===== src/hw/rtl/cpu8a_pkg.sv =====
// Shared types and opcode constants for the 8-bit CPU arithmetic unit.
`default_nettype none
package cpu8a_pkg;

   localparam logic [3:0] OP_ADD8  = 4'd0;
   localparam logic [3:0] OP_ADC8  = 4'd1;
   localparam logic [3:0] OP_SUB8  = 4'd2;
   localparam logic [3:0] OP_SBC8  = 4'd3;
   localparam logic [3:0] OP_XOR8  = 4'd4;
   localparam logic [3:0] OP_INC8  = 4'd5;
   localparam logic [3:0] OP_DEC8  = 4'd6;
   localparam logic [3:0] OP_ADD16 = 4'd7;
   localparam logic [3:0] OP_SPOFF = 4'd8;
   localparam logic [3:0] OP_INC16 = 4'd9;
   localparam logic [3:0] OP_DEC16 = 4'd10;

   localparam int FLAG_Z = 3;
   localparam int FLAG_N = 2;
   localparam int FLAG_H = 1;
   localparam int FLAG_C = 0;

   typedef struct packed {
      logic [3:0]  opcode;
      logic [15:0] operand_a;
      logic [15:0] operand_b;
      logic [3:0]  flags_in;
   } req_type;

   typedef struct packed {
      logic [15:0] result;
      logic [3:0]  flags_out;
   } rsp_type;

   typedef enum logic [1:0] {
      RES_SUM8,
      RES_SUM16,
      RES_XOR,
      RES_ZERO
   } res_sel_type;

   typedef enum logic [2:0] {
      FL_ARITH8,
      FL_INCDEC8,
      FL_XOR,
      FL_ADD16,
      FL_SPOFF,
      FL_KEEP
   } flag_sel_type;

   typedef struct packed {
      res_sel_type  res_sel;
      flag_sel_type flag_sel;
      logic [15:0]  addend;
      logic         carry_in;
      logic         inv_carry;
      logic         n_flag;
   } ctl_type;

endpackage
`default_nettype wire


===== src/hw/rtl/cpu8_alu_with_flags_core.sv =====
// Top level: three-stage pipelined 8-bit CPU arithmetic unit with Z/N/H/C flags.
//
//   channel   ports                    direction  moves
//   request   start, busy, req_data    in         one operation per transaction
//   response  rsp_strobe, rsp_data     out        result and flags, one per transaction
//
// A transaction is taken on every cycle that start is high; busy is always low.
// The stages are the input register, the low-byte adder stage and the high-byte
// adder and flag stage; the 16-bit carry chain split across the two adder
// stages sets the cycle time. The response is shown for one cycle and cannot
// be stalled, so the pipeline never holds. Reset clears the valid bits only.
`default_nettype none
module cpu8_alu_with_flags_core (
   input  wire                 clock,
   input  wire                 reset,
   input  wire                 start,
   output logic                busy,
   input  wire cpu8a_pkg::req_type req_data,
   output logic                rsp_strobe,
   output cpu8a_pkg::rsp_type  rsp_data
);

   logic               s1_valid_ff;
   cpu8a_pkg::req_type s1_req_ff;

   cpu8a_pkg::ctl_type s1_ctl;
   logic [4:0]         s1_nib_sum;
   logic [4:0]         s1_top_sum;
   logic [7:0]         s1_xor;

   logic               s2_valid_ff;
   cpu8a_pkg::ctl_type s2_ctl_ff;
   logic [7:0]         s2_a_hi_ff;
   logic [7:0]         s2_sum_lo_ff;
   logic               s2_c4_ff;
   logic               s2_c8_ff;
   logic [7:0]         s2_xor_ff;
   logic [3:0]         s2_flags_ff;

   logic [4:0]         s2_mid_sum;
   logic [4:0]         s2_hi_sum;
   logic               s2_h;
   logic               s2_c;
   cpu8a_pkg::rsp_type rsp_in;

   logic               rsp_valid_ff;
   cpu8a_pkg::rsp_type rsp_ff;

   assign busy = 1'b0;

   always_ff @(posedge clock) begin
      if (reset) begin
         s1_valid_ff <= 1'b0;
      end else begin
         s1_valid_ff <= start & ~busy;
      end
      s1_req_ff <= req_data;
   end

   cpu8a_decode u_decode (
      .req (s1_req_ff),
      .ctl (s1_ctl)
   );

   assign s1_nib_sum = {1'b0, s1_req_ff.operand_a[3:0]} + {1'b0, s1_ctl.addend[3:0]}
                       + {4'd0, s1_ctl.carry_in};
   assign s1_top_sum = {1'b0, s1_req_ff.operand_a[7:4]} + {1'b0, s1_ctl.addend[7:4]}
                       + {4'd0, s1_nib_sum[4]};
   assign s1_xor     = s1_req_ff.operand_a[7:0] ^ s1_req_ff.operand_b[7:0];

   always_ff @(posedge clock) begin
      if (reset) begin
         s2_valid_ff <= 1'b0;
      end else begin
         s2_valid_ff <= s1_valid_ff;
      end
      s2_ctl_ff    <= s1_ctl;
      s2_a_hi_ff   <= s1_req_ff.operand_a[15:8];
      s2_sum_lo_ff <= {s1_top_sum[3:0], s1_nib_sum[3:0]};
      s2_c4_ff     <= s1_nib_sum[4];
      s2_c8_ff     <= s1_top_sum[4];
      s2_xor_ff    <= s1_xor;
      s2_flags_ff  <= s1_req_ff.flags_in;
   end

   assign s2_mid_sum = {1'b0, s2_a_hi_ff[3:0]} + {1'b0, s2_ctl_ff.addend[11:8]}
                       + {4'd0, s2_c8_ff};
   assign s2_hi_sum  = {1'b0, s2_a_hi_ff[7:4]} + {1'b0, s2_ctl_ff.addend[15:12]}
                       + {4'd0, s2_mid_sum[4]};
   assign s2_h       = s2_c4_ff ^ s2_ctl_ff.inv_carry;
   assign s2_c       = s2_c8_ff ^ s2_ctl_ff.inv_carry;

   always_comb begin
      case (s2_ctl_ff.res_sel)
         cpu8a_pkg::RES_SUM8:  rsp_in.result = {8'h00, s2_sum_lo_ff};
         cpu8a_pkg::RES_SUM16: rsp_in.result = {s2_hi_sum[3:0], s2_mid_sum[3:0], s2_sum_lo_ff};
         cpu8a_pkg::RES_XOR:   rsp_in.result = {8'h00, s2_xor_ff};
         default:              rsp_in.result = 16'h0000;
      endcase
      case (s2_ctl_ff.flag_sel)
         cpu8a_pkg::FL_ARITH8: begin
            rsp_in.flags_out = {(s2_sum_lo_ff == 8'h00), s2_ctl_ff.n_flag, s2_h, s2_c};
         end
         cpu8a_pkg::FL_INCDEC8: begin
            rsp_in.flags_out = {(s2_sum_lo_ff == 8'h00), s2_ctl_ff.n_flag, s2_h,
                                s2_flags_ff[cpu8a_pkg::FLAG_C]};
         end
         cpu8a_pkg::FL_XOR: begin
            rsp_in.flags_out = {(s2_xor_ff == 8'h00), 3'b000};
         end
         cpu8a_pkg::FL_ADD16: begin
            rsp_in.flags_out = {s2_flags_ff[cpu8a_pkg::FLAG_Z], 1'b0, s2_mid_sum[4],
                                s2_hi_sum[4]};
         end
         cpu8a_pkg::FL_SPOFF: begin
            rsp_in.flags_out = {2'b00, s2_c4_ff, s2_c8_ff};
         end
         default: begin
            rsp_in.flags_out = s2_flags_ff;
         end
      endcase
   end

   always_ff @(posedge clock) begin
      if (reset) begin
         rsp_valid_ff <= 1'b0;
      end else begin
         rsp_valid_ff <= s2_valid_ff;
      end
      rsp_ff <= rsp_in;
   end

   assign rsp_strobe = rsp_valid_ff;
   assign rsp_data   = rsp_ff;

   a_take: assert property (@(posedge clock) disable iff (reset)
      start |=> s1_valid_ff)
      else $error("accepted transaction not captured");

   a_advance: assert property (@(posedge clock) disable iff (reset)
      s2_valid_ff |=> rsp_valid_ff)
      else $error("transaction lost in last stage");

   a_no_invent: assert property (@(posedge clock) disable iff (reset)
      !s2_valid_ff |=> !rsp_valid_ff)
      else $error("response strobe without transaction");

   a_byte_result: assert property (@(posedge clock) disable iff (reset)
      s2_valid_ff && (s2_ctl_ff.res_sel == cpu8a_pkg::RES_SUM8 ||
                      s2_ctl_ff.res_sel == cpu8a_pkg::RES_XOR)
      |=> rsp_ff.result[15:8] == 8'h00)
      else $error("8-bit result with nonzero high byte");

   a_keep_flags: assert property (@(posedge clock) disable iff (reset)
      s2_valid_ff && s2_ctl_ff.flag_sel == cpu8a_pkg::FL_KEEP
      |=> rsp_ff.flags_out == $past(s2_flags_ff))
      else $error("flags changed on flag-preserving operation");

endmodule
`default_nettype wire


===== src/hw/rtl/cpu8a_decode.sv =====
// Opcode decode: adder operand, carry in and result/flag selection.
`default_nettype none
module cpu8a_decode (
   input  wire cpu8a_pkg::req_type req,
   output cpu8a_pkg::ctl_type      ctl
);

   logic [7:0] b_lo;
   logic       c_flag;

   assign b_lo   = req.operand_b[7:0];
   assign c_flag = req.flags_in[cpu8a_pkg::FLAG_C];

   always_comb begin
      ctl.res_sel   = cpu8a_pkg::RES_ZERO;
      ctl.flag_sel  = cpu8a_pkg::FL_KEEP;
      ctl.addend    = 16'h0000;
      ctl.carry_in  = 1'b0;
      ctl.inv_carry = 1'b0;
      ctl.n_flag    = 1'b0;
      case (req.opcode)
         cpu8a_pkg::OP_ADD8: begin
            ctl.res_sel  = cpu8a_pkg::RES_SUM8;
            ctl.flag_sel = cpu8a_pkg::FL_ARITH8;
            ctl.addend   = {8'h00, b_lo};
         end
         cpu8a_pkg::OP_ADC8: begin
            ctl.res_sel  = cpu8a_pkg::RES_SUM8;
            ctl.flag_sel = cpu8a_pkg::FL_ARITH8;
            ctl.addend   = {8'h00, b_lo};
            ctl.carry_in = c_flag;
         end
         cpu8a_pkg::OP_SUB8: begin
            ctl.res_sel   = cpu8a_pkg::RES_SUM8;
            ctl.flag_sel  = cpu8a_pkg::FL_ARITH8;
            ctl.addend    = {8'h00, ~b_lo};
            ctl.carry_in  = 1'b1;
            ctl.inv_carry = 1'b1;
            ctl.n_flag    = 1'b1;
         end
         cpu8a_pkg::OP_SBC8: begin
            ctl.res_sel   = cpu8a_pkg::RES_SUM8;
            ctl.flag_sel  = cpu8a_pkg::FL_ARITH8;
            ctl.addend    = {8'h00, ~b_lo};
            ctl.carry_in  = ~c_flag;
            ctl.inv_carry = 1'b1;
            ctl.n_flag    = 1'b1;
         end
         cpu8a_pkg::OP_XOR8: begin
            ctl.res_sel  = cpu8a_pkg::RES_XOR;
            ctl.flag_sel = cpu8a_pkg::FL_XOR;
         end
         cpu8a_pkg::OP_INC8: begin
            ctl.res_sel  = cpu8a_pkg::RES_SUM8;
            ctl.flag_sel = cpu8a_pkg::FL_INCDEC8;
            ctl.carry_in = 1'b1;
         end
         cpu8a_pkg::OP_DEC8: begin
            ctl.res_sel   = cpu8a_pkg::RES_SUM8;
            ctl.flag_sel  = cpu8a_pkg::FL_INCDEC8;
            ctl.addend    = 16'h00FF;
            ctl.inv_carry = 1'b1;
            ctl.n_flag    = 1'b1;
         end
         cpu8a_pkg::OP_ADD16: begin
            ctl.res_sel  = cpu8a_pkg::RES_SUM16;
            ctl.flag_sel = cpu8a_pkg::FL_ADD16;
            ctl.addend   = req.operand_b;
         end
         cpu8a_pkg::OP_SPOFF: begin
            ctl.res_sel  = cpu8a_pkg::RES_SUM16;
            ctl.flag_sel = cpu8a_pkg::FL_SPOFF;
            ctl.addend   = {{8{b_lo[7]}}, b_lo};
         end
         cpu8a_pkg::OP_INC16: begin
            ctl.res_sel  = cpu8a_pkg::RES_SUM16;
            ctl.carry_in = 1'b1;
         end
         cpu8a_pkg::OP_DEC16: begin
            ctl.res_sel = cpu8a_pkg::RES_SUM16;
            ctl.addend  = 16'hFFFF;
         end
         default: begin
            ctl.res_sel  = cpu8a_pkg::RES_ZERO;
            ctl.flag_sel = cpu8a_pkg::FL_KEEP;
         end
      endcase
   end

endmodule
`default_nettype wire

===== config.mk =====
export PLATFORM = sky130hd
export DESIGN_NAME = cpu8_alu_with_flags_core
export DESIGN_NICKNAME = d
export VERILOG_FILES = /design/src/hw/rtl/cpu8a_pkg.sv /design/src/hw/rtl/cpu8_alu_with_flags_core.sv /design/src/hw/rtl/cpu8a_decode.sv
export SDC_FILE = /design/constraint.sdc
export NUM_CORES = 1
export LEC_CHECK = 0
export BUFFER_PORTS_ARGS = -buffer_cell sky130_fd_sc_hd__buf_2
export CORE_ASPECT_RATIO = 0.7
export CORE_UTILIZATION = 54
export CTS_BUF_LIST = sky130_fd_sc_hd__clkbuf_16
export DETAILED_ROUTE_END_ITERATION = 7
export GPL_TIMING_DRIVEN = 1
export PLACE_DENSITY = 0.87
export SETUP_SLACK_MARGIN = 0.1
export SYNTH_ARGS = -nofsm -noshare
export SYNTH_HDL_FRONTEND = slang
export SYNTH_SLANG_ARGS = --single-unit

===== constraint.sdc =====
create_clock -name clock -period 3.7 [get_ports clock]
set_input_delay 0 -clock clock [delete_from_list [all_inputs] [get_ports clock]]
set_output_delay 0 -clock clock [all_outputs]
set_load 0.03 [all_outputs]

# Word level (Yosys, flattened, before mapping)
# Index checks and enable logic that the tools add are counted.
# totals
reg_bits,116
input_bits,43
out_inout_bits,22
elab_cells,69
# classes
n_addsub,8
eq_ne,16
muxes,7
bitwise,5
n_reduce_logical,13
# op_table
op,count
$pmux 16 s6,1
$pmux 16 s3,1
$add 4x4->5,4
$add 5x1->5,4
$pmux 4 s5,1
$eq 4x3->1 const B,4
$logic_not 8->1,2
$pmux 3 s5,1
$eq 4x4->1 const B,3
$eq 4x2->1 const B,2
$not 8->8,1
$reduce_or 4->1,2
$xor 8x8->8,1
$eq 3x2->1 const B,2
$pmux 2 s3,1
$reduce_or 2->1,3
$reduce_or 3->1,2
$reduce_or 6->1,1
$eq 4x1->1 const B,1
$logic_not 4->1,1
$eq 3x1->1 const B,1
$eq 3x3->1 const B,1
$logic_not 3->1,1
$pmux 1 s3,1
other kinds (6),7

# Logic depth before layout (Yosys ltp)
# Gate-level depths: netlist of the first run.
# logic_depth
ltp_word,6
mapped_depth,17
mapped_depth_nobuf,15

# By module
# A second synthesis of the first run with hierarchy kept.
# unflattened
hier_cells,337
area_unflattened_um2,3704.8
# modules_own_cells
mod,instances,cells_each,area_each_um2,seq_area_each_um2
cpu8_alu_with_flags_core,1,248,3156.8,2162.1
cpu8a_decode,1,89,548.0,0.0

# Worst setup path before layout of the first run
# No wires, ideal clock.
# synth_timing
kind,reg2reg
from,register s1_req_ff[38] (netlist name)
to,register s2_c8_ff
setup_ns,0.117
t_arrival_ns,2.771
required_time_ns,3.583
setup_slack_ns,0.811
stages_incl_launch_ff,17
path_buffers,2
synth_period_minus_slack_ns,2.889
path_cell_list,dfxtp_1 -> buf_6 -> buf_2 -> o21ai_1 -> a21oi_1 -> a31oi_1 -> fa_1 -> inv_1 -> fa_1 -> a21o_1 -> a21o_1 -> fa_1 -> inv_1 -> fa_1 -> nor2b_1 -> o21ai_0 -> nand2b_1
# synth_via
elab_chain_len,6
elab_cells_between_ends,19
classes_between,4 x add/sub; 9 x eq/ne; 2 x mux; 4 x reduce/logical
# synth_lines
element,line,source
from (decl),cpu8_alu_with_flags_core.sv:24,cpu8a_pkg::req_type s1_req_ff;
from (signal assigned),cpu8_alu_with_flags_core.sv:57,s1_req_ff <= req_data;
"$eq 4x2->1, or another cell as far along",cpu8a_decode.sv:21,case (req.opcode)
$reduce_or 2->1 (no line),n/a,
$pmux 16 s6,cpu8a_decode.sv:21,
$add 4x4->5,cpu8_alu_with_flags_core.sv:65,"assign s1_nib_sum = {1'b0, s1_req_ff.operand_a[3:0]} + {1'b0, s1_ctl.addend[3:0]}"
$add 5x1->5 *,cpu8_alu_with_flags_core.sv:66,"+ {4'd0, s1_ctl.carry_in};"
net s1_nib_sum[4],cpu8_alu_with_flags_core.sv:27,logic [4:0] s1_nib_sum;
$add 5x1->5 *,cpu8_alu_with_flags_core.sv:68,"+ {4'd0, s1_nib_sum[4]};"
net s1_top_sum[4],cpu8_alu_with_flags_core.sv:28,logic [4:0] s1_top_sum;
to (signal assigned),cpu8_alu_with_flags_core.sv:81,s2_c8_ff <= s1_top_sum[4];
to (decl),cpu8_alu_with_flags_core.sv:36,logic s2_c8_ff;
# Mark *: on every way through the listed nets, which the timed path passes. The rest lies on a longest branch.
# A chain may end at the register's enable or synchronous reset.

# Final worst setup path of the first run
# layout_timing
from,register s1_req_ff[39] (netlist name)
to,register s2_c8_ff
# Same word-level chain as after synthesis.

==> run metrics, run 1 <==
status finished clean; Worst Setup Slack, final 0.322 ns; largest area contributor in the netlist dfxtp_1; crit path kind reg2reg; Post-synth ARST share 0%; drt first pass iters 4; ANT cells 0; Place WS 0.328 ns; Final Power 2.62 mW; CTS root buf clkbuf_16; Post-Layout Cell Count around 540; largest net degree at the start of global routing 19; Antenna Violating Nets Remaining 0; Layout Skew 0.00419 ns; #FFs+latches synth 107; Cell variety after synth 44; initial antenna violation count 0; Core Util, Final 74.2%; Critical Path Fanout Max 18; Placeable Area 0.00643 mm2; Filler Cell Count 440; Placed Instances 482; commonest non-fill, non-tap cell in the layout dfxtp_1; Via density 4.83; Max-Cap Viols 0; Hold/Removal Path Class in2reg; via count about 2600; Critical Path AT 3.61 ns; die height 71.2 um; final instance area around 0.0048 mm2; Synth Area per Inst 10.9 um2; gr usage total 23.0%; Slew HR 61.2%; max-slew violation count 0; Worst IR Drop VDD 0.308 mV; Area contributors post-synth dfxtp_1 (58%), fa_1 (4.3%), ha_1 (4.1%), nand2_1 (3.4%), inv_1 (3.0%); WP data required 3.94 ns; Synth Flop Type dfxtp_1; CP startpoint kind flip-flop; Wirelength per Cell 14.0 um; Slew @ Worst Pin 0.581 ns; Final Hold Viols 0; drt drc 0; synthesis warning total 0; R2R depth 13; initial drt markers 99; Pwr per Cell Area 549 mW/mm2; IO Port Bufs 63; die extent in x 101 um; Top Ports 65; Layout area overhead 28.9%; post-synth top area share 57.9%; Setup crit end kind flip-flop; CTS Buffer Depth 2; Tmin final 3.38 ns; gr ovfl total 0; register area share after synthesis 57.9%; Leak 2.24 nW; Hold WS 0.285 ns; crit share post-route 91.3%; commonest non-fill, non-tap cells in the layout dfxtp_1 (105), buf_2 (63), dlygate4sd3_1 (42); vias in the first global route around 2600; Mapped Nets 403; clk_lat worst skew around 0.34 ns; die area 0.00719 mm2; H-tree depth 3; global-route wire length before repair 12200 um; Rows 24; fmax 296 MHz; total CTS buffers 9; Final setup viols 0; Initial Util between 50% and 60%; nets@finish approximately 510; Worst-path clk slew 0.07 ns; CTS sink cnt about 110; Placer Congestion 0.910; WHS Path Cells 2; Mapped Area 0.00370 mm2; Syn Inst Count 340; DRT Wirelength 7570 um; Area after DPL 0.00405 mm2; Post-synth EDFFs 0; setup TNS 0 ns; share of cells above drive strength 1 20.5%; hpwl dp a little over 5000 um; CTS tree done; RSZ-0062 raised after global routing no
## where the power goes
group          total [mW]  internal (mW)  switching [mW]
Clock               0.923          0.521           0.402
Sequential           1.33           1.26          0.0679
Combinational       0.363          0.158           0.205
Total                2.62           1.94           0.674
## routing by layer
metal / up-vias / part of all wire [%] / global-route usage, %
li1: 1319 / - / -
met1: 1183 / 48 / 29.8
met2: 84 / 44 / 35.9
met3: 20 / 5.0 / 6.24
met4: 0 / 2.9 / 11.1
met5: - / 0 / 0
## cells by family (layout without fill, tap and decap cells)
kind of cell,after synthesis,in the layout,synth area share (%)
buf+inv,43,151,5.25
compound gates,63,63,12.2
simple gates,91,91,12.6
xor+xnor,15,15,3.55
other cells,1,1,0.101
flops,107,107,57.9
fa+ha+maj,20,20,8.39
## critical path, stage by stage (launching register included)
cell      delay [ns]
dfxtp_1         0.69
nand2_1         0.34
nand4_1         0.20
fa_1            0.19
inv_1           0.07
fa_1            0.40
a21o_1          0.20
a21o_1          0.22
fa_1            0.39
inv_1           0.08
fa_1            0.23
nor2b_1         0.06
o21ai_0         0.14
nand2b_1        0.07
## final timing paths
check	startpoint	to	slack, ns
setup / recovery	s1_req_ff[39]	s2_c8_ff	0.32
hold reg to reg	s1_req_ff[1]	s2_flags_ff[1]	0.33
setup reg to reg	s1_req_ff[39]	s2_c8_ff	0.32
hold / removal	req_data[10]	s1_req_ff[10]	0.28
## registers in the layout (all words and copies together) (netlist names)
register      count
s2_c4_ff          1
s2_flags_ff       4
s2_valid_ff       1
rsp_data         20
s2_xor_ff         8
s1_valid_ff       1
s2_c8_ff          1
s2_ctl_ff        14
s2_sum_lo_ff      8
s2_a_hi_ff        8
s1_req_ff        40
rsp_strobe        1
## synth_stat cells (all sizes together), types with 5 or more instances
| master | n |
|---|---|
| a21o | 13 |
| a21oi | 9 |
| a221oi | 7 |
| buf | 10 |
| dfxtp | 107 |
| fa | 8 |
| ha | 12 |
| inv | 30 |
| nand2 | 34 |
| nand2b | 5 |
| nor2 | 22 |
| nor2b | 11 |
| nor3 | 5 |
| o21ai | 22 |
| xnor2 | 5 |
| xor2 | 10 |
## final cells by class
class	count	area, um2	area share [%]
flip-flops and latches	107	2140	45.0
multi-input cells	190	1360	28.6
repair buffers	106	743	15.6
clock buffers	9	225	4.72
well taps	91	114	2.39
inverters	30	113	2.36
clock inverters	6	66.3	1.39
## timing repair
action,in CTS,in global routing
hold buffers,42,0
gates resized for setup,0,2
setup endpoints to repair,0,1
hold endpoints to repair,43,0
buffers inserted,0,0
Note: power is estimated with default switching activity, not from simulation.
==> run 2, diff against run 1 <==
==> constraint.sdc (replaced) <==
create_clock -name clock -period 3.7 [get_ports clock]
set_input_delay 0.74 -clock clock [delete_from_list [all_inputs] [get_ports clock]]
set_output_delay 0.74 -clock clock [all_outputs]
set_load 0.03 [all_outputs]
==> run 2 against run 1 <==
Net effect:
- register-to-register slack about the same
- worst setup slack better by 0.0086 ns
- total power down 1.6%
- hold slack better by 0.042 ns
- fmax up 0.25%
- critical path type unchanged
- critical endpoint unchanged
==> run metrics, run 2 (synthesis gave the netlist of run 1 again) <==
fmax 297 MHz; delay-heaviest family, CP adder cells; total CTS buffers 9; Worst IR Drop VDD 0.305 mV; Top Ports 65; Placer Congestion 0.910; Setup crit end kind flip-flop; Placed Instances 482; Layout area overhead 17.6%; die extent in x roughly 100 um; drt first pass iters 4; Hold/Removal Path Class reg2reg; DRT Wirelength 6850 um; Slew @ Worst Pin 0.579 ns; CTS tree done; initial antenna violation count 0; RSZ-0062 raised after global routing no; Final Hold Viols 0; crit share post-route 91.1%; Placeable Area 0.00643 mm2; Pwr per Cell Area 593 mW/mm2; Rows 24; initial drt markers 108; Layout Skew 0.00495 ns; commonest non-fill, non-tap cell in the layout dfxtp_1; Initial Util 57.5%; post-CTS setup buffers 0; IO Port Bufs 63; area of the multi-input gates between 0.001 and 0.0015 mm2; crit path kind reg2reg; gr ovfl total 0; CTS root buf clkbuf_16; status finished clean; die height 71.2 um; via count 2414; Antenna Violating Nets Remaining 0; max reg flops 40; ANT cells 0; hold path endpoint s2_flags_ff[1]; drt drc 0; CTS sink cnt 107; CP max-delay cell dfxtp_1; setup TNS 0 ns; share of cells above drive strength 1 22.7%; Crit path largest cell delay 0.69 ns; register area 0.00214 mm2; Leak 2.07 nW; HP Start s1_req_ff[1]; global-route wire length before repair 11100 um; Critical Path Fanout Max 18; CTS Hold Bufs 0; Critical Path AT 3.60 ns; max-slew violation count 0; H-tree depth 3; Biggest register s1_req_ff; Max-Cap Viols 0; Tmin final 3.37 ns; clk_lat worst skew 0.34 ns; die area 0.00719 mm2; CP most frequent cell fa_1; largest net degree at the start of global routing 19; R2R Path Start s1_req_ff[39]; WHS Path Cells 0; hpwl dp 5130 um; commonest non-fill, non-tap cells in the layout dfxtp_1 (105), buf_2 (63), nand2_1 (33); vias in the first global route 2351; CP startpoint kind flip-flop; Via density approximately 4.9; R2R depth 13; Slew HR between 60 and 70%; reg-to-reg endpoint s2_c8_ff; Reg2Reg Setup Slack 0.33 ns; CP bufs+invs 2; gr usage total a little over a fifth; Filler Cell Count 492; WP data required 3.94 ns; Worst-path clk slew 0.07 ns; CTS Buffer Depth 2; Post-Layout Cell Count ~500; nets@finish 465; Wirelength per Cell 13.8 um; worst-path cell chain nand2_1 > nand4_1 > fa_1 > inv_1 > fa_1 > a21o_1 > a21o_1 > fa_1 > inv_1 > fa_1 > nor2b_1 > o21ai_0 > nand2b_1; Final setup viols 0
## run 2: cell types whose count changed in the layout (fill, tap and decap cells not counted), sizes merged
cell         delta
dlygate4sd3    -42
## run 2: where the power goes
group / switching [mW] / internal (mW)
combinational: 0.197 / 0.129
clock: 0.398 / 0.521
sequential: 0.0668 / 1.26
total: 0.662 / 1.91
## run 2: how the worst max path moves through the flow
stage                             start  endpoint  slack, ns  cells past startpoint
after CTS                 s1_req_ff[36]  s2_c8_ff       0.32                     15
after detailed placement  s1_req_ff[36]  s2_c8_ff       0.33                     15
after global placement    s1_req_ff[36]  s2_c8_ff       0.47                     15
final                     s1_req_ff[39]  s2_c8_ff       0.33                     13
after global routing      s1_req_ff[39]  s2_c8_ff       0.13                     13
after floorplan           s1_req_ff[38]  s2_c8_ff       0.81                     16
## run 2: final cells by class
class                   count  area share (%)
repair buffers             64            7.43
clock inverters             6            1.53
well taps                  91            2.62
clock buffers               9            5.18
inverters                  30            2.59
multi-input cells         190            31.3
flip-flops and latches    107            49.3
## run 2: worst reg2reg max path, stage by stage (launching register included)
cell,delay (ns)
dfxtp_1,0.69
nand2_1,0.34
nand4_1,0.21
fa_1,0.19
inv_1,0.07
fa_1,0.40
a21o_1,0.20
a21o_1,0.21
fa_1,0.39
inv_1,0.08
fa_1,0.23
nor2b_1,0.06
o21ai_0,0.14
nand2b_1,0.07
## run 2: through the flow
step           util [%]  total power, mW  setup slack (ns)  hold WS [ns]  cell area [um2]
6_report           67.6             2.58             0.331         0.327             4350
5_1_grt            67.6             2.69             0.129         0.333             4350
4_1_cts            67.6             2.59             0.316         0.328             4340
3_5_place_dp       63.1             1.68             0.328         0.312             4050
3_3_place_gp       63.1             1.66             0.467         0.311             4050
2_1_floorplan         -             1.57             0.811         0.310             3700
## run 2: metal layers
layer | GRT usage, % | part of all wire [%] | up-vias
li1 | - | - | 1229
met1 | 28.7 | 50 | 1084
met2 | 30.6 | 42 | 88
met3 | 6.44 | 7.1 | 13
met4 | 9.02 | 1.8 | 0
met5 | 0 | 0 | -
## run 2: repair_timing
action                                  in CTS  in global routing
gates resized for setup                      0                  2
hold endpoints to repair                     0                  0
endpoints found under the setup margin       0                  1
==> run 3, diff against run 2 <==
--- a/config.mk
+++ b/config.mk
@@ -15,4 +15,5 @@
 export SETUP_SLACK_MARGIN = 0.1
 export SYNTH_ARGS = -nofsm -noshare
 export SYNTH_HDL_FRONTEND = slang
+export SYNTH_HIERARCHICAL = 1
 export SYNTH_SLANG_ARGS = --single-unit
==> run 3 against run 2 <==
Net effect:
- sequential cell count grew 1
- non-clock buffer count grew 4
- critical path depth is the same
- sequential share of layout area grew 0.13 points
- clock skew grew 0.0025 ns
- design area grew 0.66%
- critical endpoint unchanged
==> run metrics, run 3 <==
status finished clean; Slew HR 62.2%; area share of fa/ha/maj cells after synthesis 8.38%; max reg flops 40; Placed Instances 481; Crit path largest cell delay 0.42 ns; Worst IR Drop VDD 0.281 mV; Area contributors post-synth dfxtp_1 (58%), fa_1 (4.3%), ha_1 (4.1%), a21o_1 (3.0%), nor2b_1 (3.0%); die height 71.3 um; synthesis warning total 6; total CTS buffers 9; WP data required 3.94 ns; setup TNS 0 ns; CP max-delay cell fa_1; Hold/Removal Path Class reg2reg; commonest non-fill, non-tap cells in the layout dfxtp_1 (106), buf_2 (63), inv_1 (29); die extent in x ~100 um; clk_lat worst skew 0.35 ns; post-synth top area share 58.4%; crit share post-route 91.6%; initial antenna violation count 0; Top Ports 65; Final Hold Viols 0; gr ovfl total 0; Antenna Violating Nets Remaining 0; Synth Area in XOR/XNOR 3.55%; commonest cells in the netlist dfxtp_1 (108), inv_1 (29), nand2_1 (23); Compound-Gate Fraction of Synth Area 12.4%; Synth Flop Type dfxtp_1; Leak ~2.1 nW; Pwr per Cell Area 594 mW/mm2; Worst-path clk slew around 0.070 ns; Cell variety after synth 46; CTS sink cnt 108; die area 0.00720 mm2; mux share of post-synthesis cell area 0.304%; Placeable Area 0.00643 mm2; register area share after synthesis 58.4%; Biggest register s1_req_ff; Mapped Nets 400; Via density ~4.9; RSZ-0062 raised after global routing no; largest family of logic cells by synthesized area compound AO/OA/AOI/OAI gates; Final Power 2.60 mW; hpwl dp 5040 um; top-count cell post-synth dfxtp_1; Placer Congestion 0.896; Final setup viols 0; Tmin final 3.39 ns; Synth Area per Inst 11.0 um2; Setup crit end kind flip-flop; crit path kind reg2reg; CTS root buf clkbuf_16; max-slew violation count 0; Rows 24; nets@finish 464; initial drt markers 110; gr usage total 21.0%; Post-Layout Cell Count 497; Layout Skew 0.00748 ns; Post-synth EDFFs 0; DRT Wirelength 6940 um; Slew @ Worst Pin about 0.57 ns; largest net degree at the start of global routing 19; IO Port Bufs 63; CTS Hold Bufs 0; via count 2418; CTS Buffer Depth 2; CP startpoint kind flip-flop; fmax 295 MHz; Layout area overhead 18.1%; Wirelength per Cell ~14 um; share of cells above drive strength 1 23.2%; ANT cells 0; #FFs+latches synth 108; drt drc 0; drt first pass iters 4; Max-Cap Viols 0; simple-gate portion of the synthesized area 11.3%; CTS tree done; post-CTS setup buffers 0; Critical Path AT roughly 3.6 ns; commonest non-fill, non-tap cell in the layout dfxtp_1; Syn Inst Count 337; global-route wire length before repair 11100 um; Post-synth ARST share 0%; Mapped Area 0.00370 mm2; Initial Util 57.7%; worst-path cell chain nand2b_4 > nor2_2 > a221oi_1 > inv_1 > fa_1 > inv_1 > fa_1 > a21o_1 > a21o_1 > fa_1 > fa_1 > a21o_1 > a21o_1; largest area contributor in the netlist dfxtp_1; vias in the first global route 2376; Critical Path Fanout Max 9; H-tree depth 3
==> run 3: cell count changes after synthesis, sizes merged, moves of 2 or more <==
cell    change
nand4       -2
nand3       -2
nand2      -10
nand3b      +2
o21ai       +5
nor2b       +7
a21o        +2
nor2        -8
==> run 3: power breakdown <==
part           switching [mW]  leakage, nW  internal [mW]
sequential             0.0671        0.906           1.28
clock                   0.406        0.140          0.526
combinational           0.192         1.01          0.131
==> run 3: cells by family after synthesis <==
family                   Yosys count
multiplexers                       1
AND/OR/NAND/NOR                   78
flip-flops                       108
AO/OA/AOI/OAI                     70
adder cells (fa/ha/maj)           20
other                              1
buffers and inverters             44
XOR/XNOR                          15
==> run 3: cell type report <==
cell class,instances,area (um2)
clock buffer,9,225
timing repair buffer,68,353
multi-input combinational,185,1340
sequential,108,2160
inverter,29,109
tap,91,114
fill,499,2050
clock inverter,7,75.1
==> run 3: final timing paths <==
check / start / to / slack [ns] / cells after the start
hold reg to reg: s1_req_ff[29] / s2_a_hi_ff[1] / 0.33 / 0
setup / recovery: s1_req_ff[39] / s2_c8_ff / 0.31 / 13
setup reg to reg: s1_req_ff[39] / s2_c8_ff / 0.31 / 13
hold / removal: s1_req_ff[29] / s2_a_hi_ff[1] / 0.33 / 0
==> run 3: layer usage <==
metal	track usage (%)	wire (um)	part of all wire (%)	vias to the layer above
li1	-	-	-	1239
met2	32.7	3050	44	93
met4	8.53	86	1.2	0
met1	27.6	3290	47	1078
met3	6.15	516	7.4	8
met5	0	0	0	-
==> run 3: what timing repair did <==
| action | in CTS | in global routing |
|---|---|---|
| resized for setup | 0 | 2 |
| endpoints found under the hold margin | 0 | 0 |
| setup endpoints to repair | 0 | 1 |
==> run 3: metrics by stage <==
stage	hold WS (ns)	utilization (%)	setup slack [ns]	area, um2
global route	0.338	68.1	0.135	4380
floorplan	0.310	-	0.532	3700
finish	0.328	68.1	0.310	4380
CTS	0.330	68.0	0.189	4370
global placement	0.313	63.4	0.363	4070
detailed placement	0.312	63.4	0.219	4070
==> run 3: worst max-delay path, delay by kind of cell (launching register included) <==
family | cells | cell delay, ns
adders and majority gates | 4 | 1.41
AOI/OAI and AO/OA | 5 | 0.91
and+or+nand+nor | 2 | 0.42
DFF | 1 | 0.39
buffers and inverters | 2 | 0.15
